**src/sbht_pkg.sv**
```systemverilog
// Shared types, widths and constants for the segment/box hit test core.
// Used by every module of the core; depends on nothing.
package sbht_pkg;

   localparam int CoordWidth = 32;
   localparam int FracBits   = 16;
   localparam int DenWidth   = CoordWidth;
   localparam int QuoWidth   = CoordWidth - 1;
   localparam int NumWidth   = CoordWidth + FracBits;
   localparam int NumSides   = 4;

   localparam logic signed [CoordWidth-1:0] TMin = {1'b1, {(CoordWidth-1){1'b0}}};
   localparam logic signed [CoordWidth-1:0] TMax = {1'b0, {(CoordWidth-1){1'b1}}};
   localparam logic signed [CoordWidth-1:0] TOne =
      CoordWidth'(64'd1 << FracBits);

   typedef logic signed [CoordWidth-1:0] coord_type;

   typedef enum logic [1:0] {
      REG_BOX_LEFT   = 2'd0,
      REG_BOX_RIGHT  = 2'd1,
      REG_BOX_BOTTOM = 2'd2,
      REG_BOX_TOP    = 2'd3
   } reg_index_type;

   typedef struct packed {
      logic                 pzero;
      logic                 pneg;
      logic                 qneg;
      logic                 ovf;
      logic [DenWidth-1:0]  den;
      logic [DenWidth-1:0]  rem;
      logic [QuoWidth-1:0]  low;
      logic [QuoWidth-1:0]  quo;
   } side_type;

   typedef struct packed {
      logic                          valid;
      side_type [NumSides-1:0]       side;
   } stage_type;

   typedef struct packed {
      coord_type left;
      coord_type right;
      coord_type bottom;
      coord_type top;
   } box_type;

endpackage

```
**src/sbht_resolve.sv**
```systemverilog
// Back cells: signs and saturates the quotients, clips t0/t1, drives result.
// Depends on sbht_pkg.
module sbht_resolve (
   input  logic                clock,
   input  logic                reset,
   input  logic                en,
   input  sbht_pkg::stage_type in,
   output logic                out_valid,
   output logic                out_hit,
   output sbht_pkg::coord_type out_t
);
   import sbht_pkg::*;

   coord_type t_ff [NumSides];
   coord_type t_in [NumSides];
   logic [NumSides-1:0] act_ff, act_in, neg_ff, neg_in;
   logic miss_ff, miss_in, valid_ff;
   logic hit_ff, hit_in, rvalid_ff;
   coord_type ent_ff, ent_in;
   coord_type t0, t1;
   logic [CoordWidth-1:0] m;

   always_comb begin
      miss_in = 1'b0;
      for (int i = 0; i < NumSides; i++) begin
         m = {1'b0, in.side[i].quo};
         act_in[i] = !in.side[i].pzero;
         neg_in[i] = in.side[i].pneg;
         if (in.side[i].ovf) begin
            t_in[i] = (in.side[i].qneg ^ in.side[i].pneg) ? TMin : TMax;
         end else begin
            t_in[i] = (in.side[i].qneg ^ in.side[i].pneg) ? -coord_type'(m) : coord_type'(m);
         end
         if (in.side[i].pzero && in.side[i].qneg) begin
            miss_in = 1'b1;
         end
      end
   end

   always_comb begin
      t0 = TMin;
      t1 = TMax;
      for (int i = 0; i < NumSides; i++) begin
         if (act_ff[i]) begin
            if (neg_ff[i]) begin
               if (t_ff[i] > t0) begin
                  t0 = t_ff[i];
               end
            end else if (t_ff[i] < t1) begin
               t1 = t_ff[i];
            end
         end
      end
      hit_in = !miss_ff && (t0 < t1) && (t1 > 0) && (t0 < TOne);
      ent_in = hit_in ? t0 : '0;
   end

   always_ff @(posedge clock) begin
      if (reset) begin
         valid_ff  <= 1'b0;
         rvalid_ff <= 1'b0;
      end else if (en) begin
         valid_ff  <= in.valid;
         rvalid_ff <= valid_ff;
      end
   end

   always_ff @(posedge clock) begin
      if (en) begin
         t_ff    <= t_in;
         act_ff  <= act_in;
         neg_ff  <= neg_in;
         miss_ff <= miss_in;
         hit_ff  <= hit_in;
         ent_ff  <= ent_in;
      end
   end

   assign out_valid = rvalid_ff;
   assign out_hit   = hit_ff;
   assign out_t     = ent_ff;

endmodule

```
**config.mk**
```make
export PLATFORM = sky130hd
export DESIGN_NAME = sbht_resolve
export DESIGN_NICKNAME = d
export VERILOG_FILES = /design/src/sbht_pkg.sv /design/src/sbht_resolve.sv
export SDC_FILE = /design/constraint.sdc
export NUM_CORES = 1
export LEC_CHECK = 0
export BUFFER_PORTS_ARGS = -buffer_cell sky130_fd_sc_hd__clkbuf_2
export CORE_MARGIN = 4
export CORE_UTILIZATION = 35
export DETAILED_ROUTE_END_ITERATION = 8
export HOLD_SLACK_MARGIN = 0.15
export PLACE_DENSITY_LB_ADDON = 0.25
export SLEW_MARGIN = 20
export SYNTH_ARGS = -nofsm -noshare
export SYNTH_HDL_FRONTEND = slang
export SYNTH_SLANG_ARGS = --single-unit
```
**constraint.sdc**
```tcl
create_clock -name clock -period 32.2 [get_ports clock]
set_input_delay 3.22 -clock clock [delete_from_list [all_inputs] [get_ports clock]]
set_output_delay 3.22 -clock clock [all_outputs]
set_load 0.01 [all_outputs]
```
==> metrics.txt <==
# TYPE chip_impl_metric gauge
chip_impl_metric{name="globalplace.congestion",unit=""} 0.916
chip_impl_metric{name="synth_fa_ha_area_frac",unit=""} 0.160
chip_impl_metric{name="design.core.area",unit="mm^2"} 0.0492
chip_impl_metric{name="global_route_wire_length_before_repair",unit="mm"} 89.3
chip_impl_metric{name="clkSinkCount",unit=""} 172
chip_impl_metric{name="synthArstFlopShare",unit=""} 0
chip_impl_metric{name="worst_ep_required_time",unit="ns"} 32.45
chip_impl_metric{name="insertion_delay",unit="ns"} 0.47
chip_impl_metric{name="p_int",unit="uW"} 581
chip_impl_metric{name="hold_violations",unit=""} 0
chip_impl_metric{name="power_switching",unit="uW"} 393
chip_impl_metric{name="placementRows",unit=""} 81
chip_impl_metric{name="drt_iter0_drc",unit=""} 1203
chip_impl_metric{name="grt_antenna_before_repair",unit=""} 1
chip_impl_metric{name="synth_simple_gate_area_frac",unit=""} 0.236
chip_impl_info{name="worstSetupEndpointType",value="flop"} 1
chip_impl_metric{name="number_of_global_route_vias_before_repair",unit=""} 16100
chip_impl_info{name="tritoncts_clock_tree",value="yes"} 1
chip_impl_metric{name="floorplan_die_area",unit="mm^2"} 0.0536
chip_impl_metric{name="synth_largest_type_area_fraction",unit=""} 0.292
chip_impl_info{name="path_common_cell",value="a21o_1"} 1
chip_impl_metric{name="worst_case_vdd_ir_drop",unit="V"} 0.0000300
chip_impl_metric{name="pwr-share-comb",unit=""} 0.432
chip_impl_metric{name="fin_tns_setup",unit="ns"} 0
chip_impl_metric{name="io_buffer_count",unit=""} 177
chip_impl_metric{name="worst_slew_margin_rel",unit=""} 0.306
chip_impl_metric{name="synthesis.nets",unit=""} 2790
chip_impl_metric{name="synth.distinct_cells",unit=""} 78
chip_impl_info{name="post_synth_main_area_contributors",value="edfxtp_1 29%, ha_1 16%, nor2_1 5.9%, a21oi_1 4.9%, o21ai_0 3.9%"} 1
chip_impl_metric{name="cts_max_path_buffers",unit=""} 2
chip_impl_metric{name="finalCoreUtilization",unit=""} 0.400
chip_impl_metric{name="timing_worst_slew_pin_value",unit="ns"} 1.04
chip_impl_info{name="yosys.area.top_type",value="edfxtp_1"} 1
chip_impl_info{name="synth_top_family_by_area",value="simple AND/OR/NAND/NOR gates"} 1
chip_impl_metric{name="layout_min_cycle_time",unit="ns"} 15.46
chip_impl_info{name="result_of_the_run",value="finished clean"} 1
chip_impl_metric{name="layout.nets",unit=""} 2924
chip_impl_info{name="synth_flop_cell",value="edfxtp_1"} 1
chip_impl_metric{name="drt.antenna.violating_nets",unit=""} 0
chip_impl_info{name="timing.critical_path.slowest_stage_cell",value="nand3_2"} 1
chip_impl_metric{name="synth_edf_count",unit=""} 170
chip_impl_metric{name="netSwitchingFraction",unit=""} 0.404
chip_impl_metric{name="grt_use_total",unit=""} 0.213
chip_impl_metric{name="share_of_synthesized_area_occupied_by_flip_flops_and_latches",unit=""} 0.294
chip_impl_metric{name="final-max-slew-violation-count",unit=""} 0
chip_impl_metric{name="ctsHtreeMaxLevel",unit=""} 4
chip_impl_metric{name="yosys_warnings",unit=""} 0
chip_impl_metric{name="grt_max_degree",unit=""} 77
chip_impl_metric{name="dr.pass1.iters",unit=""} 5
chip_impl_metric{name="drt-wirelength-per-cell",unit="um"} 20.5
chip_impl_metric{name="synthesized_area_fraction_occupied_by_xor_and_xnor_cells",unit=""} 0.0241
chip_impl_info{name="worst_setup_path_start_kind",value="flop"} 1
chip_impl_metric{name="count_of_mapped_cells_out_of_synthesis",unit=""} 2043
chip_impl_metric{name="power.sequential.fraction",unit=""} 0.338
chip_impl_metric{name="cp_data_arrival_time",unit="ns"} 15.71
chip_impl_metric{name="cts.repair_timing.setup_buffer_count",unit=""} 0
chip_impl_info{name="rsz0062_at_grt",value="false"} 1
chip_impl_metric{name="area.growth.synth_to_final",unit="%"} 12.6
chip_impl_metric{name="final-setup-viol-count",unit=""} 0
chip_impl_metric{name="globalRoute.totalOverflow",unit=""} 0
chip_impl_metric{name="postCtsResizedCells",unit=""} 0
chip_impl_metric{name="wl",unit="mm"} 58.6
chip_impl_metric{name="final.setup_skew",unit="ns"} 0.0188
chip_impl_metric{name="fp.dieH",unit="um"} 231
chip_impl_info{name="worst-setup-path-type",value="flop to flop"} 1
chip_impl_info{name="clock_tree.root_cell",value="clkbuf_16"} 1
chip_impl_metric{name="post_synth_instance_area",unit="mm^2"} 0.0175
chip_impl_metric{name="compound_cell_area_share_of_the_yosys_netlist",unit=""} 0.200
chip_impl_metric{name="routed-via-count",unit=""} 16800
chip_impl_metric{name="cellLeakagePower",unit="nW"} 8.26
chip_impl_metric{name="post_route_cells_drive_above_1_share",unit=""} 0.149
chip_impl_metric{name="post_synth.cell_area_avg",unit="um^2"} 8.55
chip_impl_metric{name="fillers",unit=""} 4953
chip_impl_info{name="hp-class",value="flop to flop"} 1
chip_impl_metric{name="fin_crit_sh",unit=""} 0.480
chip_impl_metric{name="max_clock_freq",unit="GHz"} 0.0647
chip_impl_metric{name="worst-path-max-fanout",unit=""} 62
chip_impl_metric{name="max_stage_delay",unit="ns"} 0.83
chip_impl_metric{name="ioPinCount",unit=""} 558
chip_impl_metric{name="timing.max_cap.violations",unit=""} 0
chip_impl_metric{name="via_per_inst",unit=""} 5.87
chip_impl_metric{name="hpwlAfterDp",unit="mm"} 47.5
chip_impl_metric{name="cts_hold_repair.buffers",unit=""} 0
chip_impl_metric{name="share_clk_of_total_power",unit=""} 0.230
chip_impl_metric{name="power.density_cell_area",unit="mW/mm^2"} 49.5
chip_impl_metric{name="ys_seq_elements",unit=""} 172
chip_impl_metric{name="cts_made_buffers",unit=""} 17
chip_impl_metric{name="synth.mux.area_fraction",unit=""} 0.0438
chip_impl_metric{name="initial_utilization",unit=""} 0.356
chip_impl_metric{name="die_width",unit="um"} 231
chip_impl_metric{name="clkTransAtPathRegs",unit="ns"} 0.07
chip_impl_metric{name="post-route-drc-count",unit=""} 0
cell usage after synthesis (5+ instances only):
library cell	n
nor2_1	276
ha_1	223
a21oi_1	172
edfxtp_1	170
nand2_1	153
o21ai_0	136
inv_1	93
nor4_1	71
clkbuf_1	67
nor3_1	61
a211oi_1	60
nand4_1	52
or3_1	38
mux2i_1	36
mux2_2	34
a21o_1	33
nand3_1	31
nor3b_2	29
xnor2_1	27
o311ai_0	26
xor2_1	21
o211ai_1	18
or4_1	16
nor2b_1	14
o21a_1	14
a31oi_1	12
nand2b_1	11
o311a_1	10
and2_1	8
o31ai_1	8
and3_1	7
and4_1	7
a2111oi_0	6
o22ai_1	6
or3_4	6
buf_6	5
o21bai_1	5
o41ai_1	5
sequential cells by signal, indices dropped and copies added, names as in the netlist:
name,flops
miss_ff,1
out_t,32
out_hit,1
act_ff,4
t_ff,128
out_valid,1
valid_ff,1
neg_ff,4
layout by cell type (no fill, tap or decap), types with 52 or more instances in the layout:
cell type,count
a211oi_1,60
a21oi_1,172
clkbuf_2,176
edfxtp_1,170
ha_1,223
inv_1,93
nand2_1,153
nand4_1,52
nor2_1,276
nor3_1,60
nor4_1,71
o21ai_0,135
cell type report:
| class | count | area, um^2 | area share |
|---|---|---|---|
| multi-input cells | 1695 | 11700 | 0.593 |
| flip-flops and latches | 172 | 5140 | 0.261 |
| diodes | 1 | 2.50 | 0.000127 |
| inverters | 93 | 349 | 0.0177 |
| repair buffers | 198 | 1050 | 0.0533 |
| clock buffers | 17 | 425 | 0.0216 |
| well taps | 664 | 831 | 0.0422 |
| clock inverters | 15 | 213 | 0.0108 |
routing by layer:
| metal | GRT usage | routed length [um] |
|---|---|---|
| met3 | 0.0361 | 3630 |
| met4 | 0.0889 | 2280 |
| met5 | 0 | 13 |
| met1 | 0.278 | 25400 |
| met2 | 0.351 | 27200 |
critical path, delay by kind of cell, from the launching register on:
kind / cells / cell delay, ns
AOI/OAI and AO/OA: 19 / 5.24
adders and majority gates: 4 / 1.04
buffers and inverters: 6 / 1.84
DFF: 1 / 0.49
muxes: 4 / 1.26
and+or+nand+nor: 14 / 5.28
logic make-up after synthesis:
group	count (synthesis)
simple gates	801
compound gates	551
fa+ha+maj	223
buf+inv	176
flops	172
mux	72
xor+xnor	48
per-stage QoR:
stage | cell area [um^2] | hold slack (ns) | worst slack (ns) | total power, mW | cells
finish | 19700 | 0.499 | 16.74 | 0.974 | 2855
global route | 19700 | 0.537 | 15.57 | 1.04 | 2854
CTS | 19700 | 0.506 | 16.91 | 0.977 | 2854
detailed placement | 19000 | 0.488 | 17.03 | 0.748 | 2822
global placement | 19000 | 0.472 | 17.18 | 0.737 | 2822
floorplan | 17500 | 0.460 | 20.11 | 0.602 | 2043
power by group through the flow:
stage,Clock [mW],Sequential [mW],Combinational [mW]
2_1_floorplan,0,0.310,0.292
3_3_place_gp,0,0.332,0.405
3_5_place_dp,0,0.332,0.416
4_1_cts,0.230,0.328,0.419
5_1_grt,0.238,0.331,0.474
6_report,0.224,0.329,0.420
worst paths after layout:
path                            startpoint  slack (ns)         to  depth (start not counted)
worst max-delay path             t_ff[127]       16.74  out_t[19]                         47
worst min-delay path              valid_ff        0.50  out_valid                          2
worst min register to register    valid_ff        0.50  out_valid                          2
worst max register to register   t_ff[127]       16.74  out_t[19]                         47
Note: power is estimated with default switching activity, not from simulation.
