$ cat src/sbht_pkg.sv
// Shared types, widths and constants for the segment/box hit test core.
// Used by every module of the core; depends on nothing.
package sbht_pkg;

   localparam int CoordWidth = 32;
   localparam int FracBits   = 16;
   localparam int DenWidth   = CoordWidth;
   localparam int QuoWidth   = CoordWidth - 1;
   localparam int NumWidth   = CoordWidth + FracBits;
   localparam int NumSides   = 4;

   localparam logic signed [CoordWidth-1:0] TMin = {1'b1, {(CoordWidth-1){1'b0}}};
   localparam logic signed [CoordWidth-1:0] TMax = {1'b0, {(CoordWidth-1){1'b1}}};
   localparam logic signed [CoordWidth-1:0] TOne =
      CoordWidth'(64'd1 << FracBits);

   typedef logic signed [CoordWidth-1:0] coord_type;

   typedef enum logic [1:0] {
      REG_BOX_LEFT   = 2'd0,
      REG_BOX_RIGHT  = 2'd1,
      REG_BOX_BOTTOM = 2'd2,
      REG_BOX_TOP    = 2'd3
   } reg_index_type;

   typedef struct packed {
      logic                 pzero;
      logic                 pneg;
      logic                 qneg;
      logic                 ovf;
      logic [DenWidth-1:0]  den;
      logic [DenWidth-1:0]  rem;
      logic [QuoWidth-1:0]  low;
      logic [QuoWidth-1:0]  quo;
   } side_type;

   typedef struct packed {
      logic                          valid;
      side_type [NumSides-1:0]       side;
   } stage_type;

   typedef struct packed {
      coord_type left;
      coord_type right;
      coord_type bottom;
      coord_type top;
   } box_type;

endpackage

$ cat src/sbht_div_cell.sv
// One restoring-division cell: retires one quotient bit for all four sides.
// Depends on sbht_pkg.
module sbht_div_cell (
   input  logic                clock,
   input  logic                reset,
   input  logic                en,
   input  sbht_pkg::stage_type in,
   output sbht_pkg::stage_type out
);
   import sbht_pkg::*;

   stage_type stage_ff, stage_in;
   logic [DenWidth:0] trial [NumSides];
   logic              take  [NumSides];

   always_comb begin
      stage_in = in;
      for (int i = 0; i < NumSides; i++) begin
         trial[i] = {in.side[i].rem, in.side[i].low[QuoWidth-1]};
         take[i]  = (trial[i] >= {1'b0, in.side[i].den});
         stage_in.side[i].rem = take[i] ? DenWidth'(trial[i] - {1'b0, in.side[i].den})
                                        : DenWidth'(trial[i]);
         stage_in.side[i].low = in.side[i].low << 1;
         stage_in.side[i].quo = {in.side[i].quo[QuoWidth-2:0], take[i]};
      end
   end

   always_ff @(posedge clock) begin
      if (reset) begin
         stage_ff <= '0;
      end else if (en) begin
         stage_ff <= stage_in;
      end
   end

   assign out = stage_ff;

endmodule

$ cat config.mk
export PLATFORM = sky130hd
export DESIGN_NAME = sbht_div_cell
export DESIGN_NICKNAME = d
export VERILOG_FILES = /design/src/sbht_pkg.sv /design/src/sbht_div_cell.sv
export SDC_FILE = /design/constraint.sdc
export NUM_CORES = 1
export LEC_CHECK = 0
export CAP_MARGIN = 0
export CORE_AREA = 5 5 399 401
export DETAILED_ROUTE_END_ITERATION = 10
export DIE_AREA = 0 0 404 406
export DONT_BUFFER_PORTS = 1
export SLEW_MARGIN = 20
export SYNTH_ARGS = -nofsm -noshare
export SYNTH_HDL_FRONTEND = slang
export SYNTH_SLANG_ARGS = --single-unit
$ cat constraint.sdc
create_clock -name clock -period 9.9 [get_ports clock]
set_input_delay 1.98 -clock clock [delete_from_list [all_inputs] [get_ports clock]]
set_output_delay 1.98 -clock clock [all_outputs]
set_load 0.005 [all_outputs]
==> results of run 1 <==
through the flow:
stage / util / hold slack (ps) / total power [mW]
3_5_place_dp: 0.184 / 495 / 3.34
2_1_floorplan: - / 449 / 3.12
5_1_grt: 0.197 / 516 / 5.83
3_3_place_gp: 0.184 / 490 / 3.33
4_1_cts: 0.196 / 503 / 5.57
6_report: 0.197 / 498 / 5.55
critical path: stages:
cell	delay, ps
nor2_2	1930
nand2b_1	470
o221ai_1	270
layout make-up:
class | count | area, sq um
Inverter | 157 | 589
Antenna cell | 16 | 40.0
Clock buffer | 77 | 1650
Clock inverter | 25 | 260
Multi-Input combinational cell | 2214 | 15000
Timing Repair Buffer | 10 | 155
Fill cell | 17300 | 125000
Sequential cell | 517 | 10300
Tap cell | 2058 | 2570
cells in the final DEF, fill, tap and decap left out, drive strengths merged, types with 26 or more instances in the layout:
| cell type | netlist | layout |
|---|---|---|
| a211oi | 89 | 89 |
| a21o | 73 | 73 |
| a21oi | 166 | 166 |
| a311oi | 27 | 27 |
| clkbuf | 125 | 77 |
| dfxtp | 517 | 517 |
| ha | 128 | 128 |
| inv | 156 | 162 |
| mux2i | 428 | 428 |
| nand2 | 171 | 171 |
| nand3 | 32 | 32 |
| nand4 | 29 | 29 |
| nor2 | 582 | 582 |
| nor3 | 26 | 26 |
| o21ai | 91 | 91 |
| xnor2 | 69 | 69 |
| xor2 | 28 | 28 |
power by group:
| part | switching [mW] | internal [mW] | leakage [nW] |
|---|---|---|---|
| clock network | 0.942 | 1.25 | 0.930 |
| registers | 0.176 | 2.23 | 4.28 |
| logic | 0.547 | 0.397 | 7.97 |
| total | 1.67 | 3.88 | 13.2 |
layer usage:
layer  vias up  wire length (um)  GRT usage
li1      10500                 -          -
met1     10600             47600      0.159
met2       938             52600      0.211
met3       197             12300     0.0573
met4        16              4760     0.0495
met5         -                98    0.00506
kinds of logic (layout without fill, tap and decap cells):
group | after synthesis | count (layout) | share of synthesized area
fa+ha+maj | 132 | 132 | 0.0631
buf+inv | 349 | 269 | 0.0515
compound gates | 615 | 615 | 0.156
flops | 517 | 517 | 0.388
simple gates | 935 | 935 | 0.147
xor+xnor | 97 | 97 | 0.0319
mux | 431 | 431 | 0.162
other cells | 1 | 20 | 0.000141
worst max-delay path by stage:
stage	slack, ps	from	cells past startpoint	endpoint
6_report	4140	reset	3	out[81]$_SDFFE_PP0P_
5_1_grt	4950	en	7	out[81]$_SDFFE_PP0P_
3_3_place_gp	4610	in[355]	12	out[330]$_SDFFE_PP0P_
3_5_place_dp	4600	in[355]	12	out[335]$_SDFFE_PP0P_
2_1_floorplan	5420	in[61]	12	out[86]$_SDFFE_PP0P_
4_1_cts	5310	in[355]	12	out[335]$_SDFFE_PP0P_
==> metrics.txt, run 1 <==
Seq/Total Area, Yosys 0.388; boundary pin count 1045; Pwr Density 181 nW/um^2; time the worst path needs with I/O delays and setup 5760 ps; final worst-path setup slack 4140 ps; number of global-route vias before repair 21600; worst hold path depth 2; die width 404 um; fin cells 5074; Setup TNS 0 ps; Hold Fails Final Rpt 0; setup bufs post-CTS 0; ANT nets after route 0; status finished with violations; Rows 145; Max Cap Viol 0; post-detail-place hpwl 93800 um; Mapped Cells 3077; DRC 0; Yosys reg bits 517; Root Buffer clkbuf_16; Lkg Pwr 13.2 nW; Req. time, crit path 10430 ps; router iterations before antenna repair 5; Iteration-0 DRC Markers 1594; pin count of the biggest net entering global routing 614; Initial Utilization 0.172; maximum buffer depth of the clock tree 3; synth unique cells 79; most common cell in the netlist nor2_1; clk_skew 0 ps; Synth top area share 0.388; Mean Syn Cell Area 8.66 sq um; Num CTS Buffers 58; synthesized area 26600 sq um; hold path endpoint out[205]$_SDFFE_PP0P_; die height 406 um; source of the worst register-to-register timing path out[130]$_SDFFE_PP0P_; Reg2Reg Setup Slack 8740 ps; unrepaired setup endpoints after global routing no; CTS clk-pin slew, worst paths 60 ps; crit path launch type primary input; first-pass GRT wire length 160000 um; Overflow after GRT 0; hold_sp out[205]$_SDFFE_PP0P_; final WL 117000 um; Clk Latency, worst-skew pair 610 ps; hold-fix buffers at CTS 0; GR Util All Layers 0.133; post-placement cell area 28500 sq um; violated checks slew limit; Primary FF master, synth dfxtp_1; Clock Sinks 517; Post-CTS Resized 0; Slew headroom -1.33; area of the core 155000 sq um; Worst Hold Class flop to flop; Achievable Freq 0.174 GHz; Synthesis Warnings 0; R2R cell count 2; Via density 4.39; CTS tree done; Port-buffer cells 0; initial antenna violation count 26; number of synthesized flops with an enable pin 0; Setup CP Type primary input to flop; Final Cycle Share 0.582; top cells by count, synth nor2_1 (581), dfxtp_1 (517), mux2i_1 (428); dpl cells 4952; Slew Viols, Final 383; vias 22300; H-tree levels 2; FF-to-FF End out[130]$_SDFFE_PP0P_; Largest register FFs 517; nets@finish 3614; final setup fails 0; routability cong. 0.899; async set or reset register ratio after synthesis 0; Layout area overhead 14.8%; Design Area, Final 30600 sq um; slew of the pin with the lowest slew margin 3500 ps; area leader, netlist dfxtp_1; WL/cell 23.1 um; layout cells sized above 1 0.0447; DP Worst Slack 4600 ps; die area 164000 sq um; CP Capture Type flop; peak supply drop 0.173 mV; crit-path max FO 506; largest cells by area after synthesis dfxtp_1 (39%), mux2i_1 (16%), nor2_1 (8.2%); WP data arrival 6290 ps
No activity file was read; power rests on OpenSTA's default activity.
==> inputs of run 2 (changes only) <==
--- a/config.mk
+++ b/config.mk
@@ -5,10 +5,11 @@
 export SDC_FILE = /design/constraint.sdc
 export NUM_CORES = 1
 export LEC_CHECK = 0
+export ABC_AREA = 1
 export CAP_MARGIN = 0
-export CORE_AREA = 5 5 399 401
+export CORE_AREA = 5 5 409 411
 export DETAILED_ROUTE_END_ITERATION = 10
-export DIE_AREA = 0 0 404 406
+export DIE_AREA = 0 0 414 416
 export DONT_BUFFER_PORTS = 1
 export SLEW_MARGIN = 20
 export SYNTH_ARGS = -nofsm -noshare
==> constraint.sdc (replaced) <==
create_clock -name clock -period 4.8 [get_ports clock]
set_input_delay 0.96 -clock clock [delete_from_list [all_inputs] [get_ports clock]]
set_output_delay 0.96 -clock clock [all_outputs]
set_load 0.005 [all_outputs]
==> run 2 against run 1 <==
Effect of this change: largest power group unchanged; via count up 29%; die area up 5.0%; power up 120%; critical endpoint is now out[201]$_SDFFE_PP0P_; the run still ends with slew limit left; largest cell class unchanged.
==> metrics.txt, run 2 <==
peak supply drop 0.301 mV (was 0.173 mV); top cells by count, synth nand2_1 (1064), nor2_1 (841), inv_1 (579) (was nor2_1 (581), dfxtp_1 (517), mux2i_1 (428)); Achievable Freq 0.294 GHz; Setup TNS 0 ps (unchanged); CP Capture Type flop (unchanged); Clock Sinks 517 (unchanged); most common cell in the netlist nand2_1 (was nor2_1); unrepaired setup endpoints after global routing no (unchanged); first-pass GRT wire length 196000 um (was 160000 um); Mean Syn Cell Area 6.37 sq um (was 8.66 sq um); Reg2Reg Setup Slack 3680 ps (was 8740 ps); Synthesis Warnings 0 (unchanged); Fill cells 18700 (was 17300); fin util 0.202 (was 0.197); WL/cell 21.2 um (was 23.1 um); xor/xnor share of the synthesized area 0.0197 (was 0.0319); routability cong. 0.979 (was 0.899); GR Util All Layers 0.154 (was 0.133); Lkg Pwr 16.0 nW (was 13.2 nW); H-tree levels 2 (unchanged); die area 172000 sq um (was 164000 sq um); synth unique cells 41 (was 79); ANT nets after route 0 (unchanged); area of the multi-input gates 15400 sq um (was 15000 sq um); largest family of logic cells by synthesized area simple AND/OR/NAND/NOR gates (was multiplexers); Num CTS Buffers 61 (was 58); Overflow after GRT 0 (unchanged); Seq. cell area 10300 sq um (unchanged); crit-path max FO 21 (was 506); Pwr Density 367 nW/um^2 (was 181 nW/um^2); Slew Viols, Final 227 (was 383); Primary FF master, synth dfxtp_1 (unchanged); Slew headroom -0.285 (was -1.33); crit path launch type primary input (unchanged); Layout area overhead 14.7% (was 14.8%); die height 416 um (was 406 um); WP data arrival 4040 ps (was 6290 ps); violated checks slew limit (unchanged); hold-fix buffers at CTS 0 (unchanged); CTS tree done (unchanged); slowest cell delay on critical path 680 ps (was 1930 ps); DRC 0 (unchanged); Iteration-0 DRC Markers 2519 (was 1594); pin count of the biggest net entering global routing 718 (was 614); post-detail-place hpwl 113000 um (was 93800 um); Req. time, crit path 5440 ps (was 10430 ps); layout cells sized above 1 0.0365 (was 0.0447); final setup fails 0 (unchanged); Synth Area in Compound Gates 0.139 (was 0.156); time the worst path needs with I/O delays and setup 3400 ps; Port-buffer cells 0 (unchanged); CTS clk-pin slew, worst paths 60 ps (about the same); Hold Fails Final Rpt 0 (unchanged); Synth top area share 0.358 (was 0.388); area leader, netlist dfxtp_1 (unchanged); Max Cap Viol 0 (unchanged); multiplexer share of the synthesized area 0 (was 0.162); setup bufs post-CTS 0 (unchanged); crit-path cells inv_1, ha_1, nand2_1, inv_1, nand4_1, nor2_1, nand2_1, nand2_1, nor2_1, nand2_4, inv_2, nand2_1, a21o_1, inv_1 (was nor2_2, nand2b_1, o221ai_1); initial antenna violation count 23 (was 26); Largest register FFs 517 (unchanged); highest-count cells in the layout ignoring fill and taps nand2_1 (1064), nor2_1 (841), inv_1 (578), dfxtp_1 (517), o21ai_0 (437) (was nor2_1 (579), dfxtp_1 (517), mux2i_1 (428), nand2_1 (171), a21oi_1 (166)); maximum buffer depth of the clock tree 3 (unchanged); Post-Synth Simple-Gate Area 0.317 (was 0.147); Root Buffer clkbuf_16 (unchanged); clk_skew 0 ps (unchanged); die width 414 um (was 404 um); area of the core 164000 sq um (was 155000 sq um); post-synthesis adder-cell area fraction 0.0582 (was 0.0631); synthesized area 28900 sq um (was 26600 sq um); vias 28700 (was 22300); boundary pin count 1045 (unchanged); router iterations before antenna repair 6 (was 5); Mapped Cells 4530 (was 3077); slew of the pin with the lowest slew margin 1930 ps (was 3500 ps); status finished with violations (unchanged); number of global-route vias before repair 26400 (was 21600); nets@finish 5068 (was 3614); number of synthesized flops with an enable pin 0 (unchanged); Initial Utilization 0.176 (was 0.172); Rows 149 (was 145); CP max-delay cell nor2_1 (was nor2_2); Worst Hold Class primary input to flop (was flop to flop); Setup CP Type primary input to flop (unchanged); Final Cycle Share 0.708; async set or reset register ratio after synthesis 0 (unchanged); cell mode on critical path nand2_1; final WL 142000 um (was 117000 um); largest cells by area after synthesis dfxtp_1 (36%), nand2_1 (14%), nor2_1 (11%) (was dfxtp_1 (39%), mux2i_1 (16%), nor2_1 (8.2%)); Via density 4.31 (was 4.39); Clk Latency, worst-skew pair 680 ps (was 610 ps); Yosys reg bits 517 (unchanged); commonest non-fill, non-tap cell in the layout nand2_1 (was nor2_1); Post-CTS Resized 0 (unchanged); Seq/Total Area, Yosys 0.358 (was 0.388)
-- run 2: layout make-up --
| class | instances | share of cell area |
|---|---|---|
| Tap cell | 2189 | 0.0827 |
| Antenna cell | 13 | 0.000983 |
| Timing Repair Buffer | 18 | 0.00522 |
| Inverter | 585 | 0.0669 |
| Clock buffer | 81 | 0.0533 |
| Clock inverter | 34 | 0.0117 |
| Multi-Input combinational cell | 3229 | 0.467 |
| Sequential cell | 517 | 0.313 |
-- run 2: where the power goes --
part	internal [mW]	leakage (nW)	total (mW)	switching, mW
Sequential	4.63	4.30	5.02	0.393
Clock	2.84	1.06	5.00	2.16
Combinational	0.701	10.7	2.12	1.42
Total	8.16	16.0	12.1	3.98
-- run 2: kinds of logic after synthesis --
kind of cell	count (synthesis)
AOI/OAI and AO/OA	777
xor gates and xnor gates	65
other	1
buffers and inverters	787
adders and majority gates	132
DFF	517
and+or+nand+nor	2251
-- run 2: path summary, 6_finish.rpt --
path | from | to | cells after the start
worst max-delay path | in[226] | out[201]$_SDFFE_PP0P_ | 14
worst min-delay path | reset | out[62]$_SDFFE_PP0P_ | 1
worst max register to register | out[383]$_SDFFE_PP0P_ | out[383]$_SDFFE_PP0P_ | 2
worst min register to register | out[90]$_SDFFE_PP0P_ | out[90]$_SDFFE_PP0P_ | 2
-- run 2: worst max-delay path, delay by kind of cell --
family                     cells  cell delay (ps)
and+or+nand+nor                8             1570
buffers and inverters          4              830
adders and majority gates      1              420
AOI/OAI and AO/OA              1              220
-- run 2: metal layers --
layer	GRT usage	share of wire
met4	0.0659	0.044
met5	0	0.00049
met3	0.0452	0.084
met1	0.185	0.40
met2	0.256	0.47
-- run 2: stage by stage --
step                cell area, sq um  total power, mW  cells  worst slack, ps  hold slack, ps
finish                         33100             12.1   6666             1400             378
global route                   33100             12.8   6662             1250             292
CTS                            33100             12.3   6653             1480             261
detailed placement             30900             7.23   6538              701             481
global placement               30900             7.20   6538              757             477
floorplan                      28900             6.51   4533             2120             462
==> inputs of run 3 (changes only) <==
--- a/config.mk
+++ b/config.mk
@@ -7,9 +7,9 @@
 export LEC_CHECK = 0
 export ABC_AREA = 1
 export CAP_MARGIN = 0
-export CORE_AREA = 5 5 409 411
+export CORE_AREA = 5 5 403 405
 export DETAILED_ROUTE_END_ITERATION = 10
-export DIE_AREA = 0 0 414 416
+export DIE_AREA = 0 0 408 410
 export DONT_BUFFER_PORTS = 1
 export SLEW_MARGIN = 20
 export SYNTH_ARGS = -nofsm -noshare
==> constraint.sdc (replaced) <==
create_clock -name clock -period 3.2 [get_ports clock]
set_input_delay 0.64 -clock clock [delete_from_list [all_inputs] [get_ports clock]]
set_output_delay 0.64 -clock clock [all_outputs]
set_load 0.005 [all_outputs]
==> run 3 against run 2 <==
Effect of this change: the flow now finishes without violations; critical path depth down 8; via count up 1.7%; global-route usage up 0.66 points; clock power up 47%; sequential power up 51%; clock skew unchanged; routed wire length up 1.7%; largest power group unchanged; cell count down 0.66%; non-clock buffer count up 82; first-iteration DRC count down 10%.
==> metrics.txt, run 3 (synthesis results as in run 2) <==
Setup TNS 0 ps (unchanged); nets@finish 5149 (was 5068); Initial Utilization 0.183 (was 0.176); Via density 4.41 (was 4.31); first-pass GRT wire length 199000 um (was 196000 um); Req. time, crit path 3750 ps (was 5440 ps); Clock Sinks 517 (unchanged); CP max-delay cell inv_8 (was nor2_1); Tot Pwr 18.3 mW (was 12.1 mW); Hold Fails Final Rpt 0 (unchanged); Rows 146 (was 149); Pwr Density 545 nW/um^2 (was 367 nW/um^2); boundary pin count 1045 (unchanged); clk_skew 0 ps (unchanged); global routing's busiest layer met2 (unchanged); Lkg Pwr 16.4 nW (was 16.0 nW); area of the core 158000 sq um (was 164000 sq um); peak supply drop 0.456 mV (was 0.301 mV); CP Capture Type flop (unchanged); Final Cycle Share 0.983; time the worst path needs with I/O delays and setup 3150 ps; Iteration-0 DRC Markers 2268 (was 2519); Max Cap Viol 0 (unchanged); Largest register FFs 517 (unchanged); fin util 0.213 (was 0.202); DRC 0 (unchanged); Port-buffer cells 0 (unchanged); Slew headroom 0.230 (was -0.285); router iterations before antenna repair 5 (was 6); GR Util met3 0.0585 (was 0.0452); vias 29200 (was 28700); pin count of the biggest net entering global routing 718 (unchanged); Achievable Freq 0.318 GHz; Overflow after GRT 0 (unchanged); Worst Hold Class primary input to flop (unchanged); ANT nets after route 0 (unchanged); die height 410 um (was 416 um); post-detail-place hpwl 117000 um (was 113000 um); GR Util All Layers 0.161 (was 0.154); Layout area overhead 16.7% (was 14.7%); slew of the pin with the lowest slew margin 1150 ps (was 1930 ps); hold-fix buffers at CTS 13 (was 0); Setup CP Type primary input to flop (unchanged); initial antenna violation count 13 (was 23); WL/cell 21.7 um (was 21.2 um); post-placement cell area 31300 sq um (was 30900 sq um); Design Area, Final 33700 sq um (was 33100 sq um); Fill cells 17900 (was 18700); die area 167000 sq um (was 172000 sq um); crit path launch type primary input (unchanged); Root Buffer clkbuf_16 (unchanged); WP data arrival 3700 ps (was 4040 ps); CTS tree done (unchanged); Slew Viols, Final 0 (was 227); final setup fails 0 (unchanged); Post-CTS Resized 0 (unchanged); slowest cell delay on critical path 450 ps (was 680 ps); met2 Use GR 0.271 (was 0.256); H-tree levels 2 (unchanged); CTS clk-pin slew, worst paths 60 ps (about the same); crit-path cells buf_16, buf_16, inv_8, buf_12, nor2_1, nor2_1 (was inv_1, ha_1, nand2_1, inv_1, nand4_1, nor2_1, nand2_1, nand2_1, nor2_1, nand2_4, inv_2, nand2_1, a21o_1, inv_1); number of global-route vias before repair 27100 (was 26400); die width 408 um (was 414 um); status completed (was finished with violations); met1 Track Usage GR 0.193 (was 0.185); unrepaired setup endpoints after global routing no (unchanged); layout cells sized above 1 0.0491 (was 0.0365); Clk Latency, worst-skew pair 640 ps (was 680 ps); crit-path max FO 207 (was 21); setup bufs post-CTS 0 (unchanged); Num CTS Buffers 60 (was 61); maximum buffer depth of the clock tree 3 (unchanged); routability cong. 0.968 (was 0.979); final WL 144000 um (was 142000 um); highest-count cells in the layout ignoring fill and taps nand2_1 (1064), nor2_1 (841), inv_1 (578), dfxtp_1 (517), o21ai_0 (437) (unchanged); commonest non-fill, non-tap cell in the layout nand2_1 (unchanged)
[run 3: cell count changes in the layout (fill, tap and decap cells not counted), moves of 2 or more]
cell	before	now
clkbuf_8	14	19
clkbuf_16	62	60
clkbuf_1	5	11
buf_4	15	75
clkinvlp_4	3	1
inv_6	7	2
diode_2	13	6
clkinv_4	2	4
dlygate4sd3_1	0	14
clkinv_2	12	7
inv_8	6	4
buf_12	3	8
buf_16	0	3
[run 3: layout make-up]
class	instances	area, sq um	area share
Antenna cell	6	15.0	0.000446
Clock buffer	90	1800	0.0535
Clock inverter	23	328	0.00973
Inverter	585	2220	0.0658
Multi-Input combinational cell	3229	15400	0.458
Sequential cell	517	10300	0.307
Tap cell	2072	2590	0.0769
Timing Repair Buffer	100	946	0.0281
[run 3: worst paths after layout]
| kind | from | to | slack (ps) | cells after the start |
|---|---|---|---|---|
| hold / removal | in[409] | out[410]$_SDFFE_PP0P_ | 80 | 2 |
| hold reg to reg | out[219]$_SDFFE_PP0P_ | out[219]$_SDFFE_PP0P_ | 480 | 2 |
| setup reg to reg | out[346]$_SDFFE_PP0P_ | out[346]$_SDFFE_PP0P_ | 2150 | 4 |
| setup / recovery | en | out[25]$_SDFFE_PP0P_ | 50 | 6 |
[run 3: metal layers]
metal	up-vias	wire [um]
li1	14200	-
met3	194	14800
met1	13700	57400
met5	-	100
met4	14	4260
met2	1203	67500
[run 3: report_power, final]
group,internal [mW],switching (mW)
logic,1.15,2.24
registers,6.94,0.638
clock network,4.26,3.12
total,12.4,6.00
[run 3: worst max-delay path, delay by kind of cell]
kind,cells,cell delay (ps)
simple gates,2,550
buf+inv,4,1610
[run 3: through the flow]
step | std cells | hold slack (ps) | setup WS (ps)
final | 6622 | 76.4 | 52.9
after global routing | 6621 | 19.5 | 219
after CTS | 6612 | 0.846 | 877
after detailed placement | 6486 | 473 | 214
after global placement | 6486 | 474 | 227
after floorplan | 4533 | 462 | 840
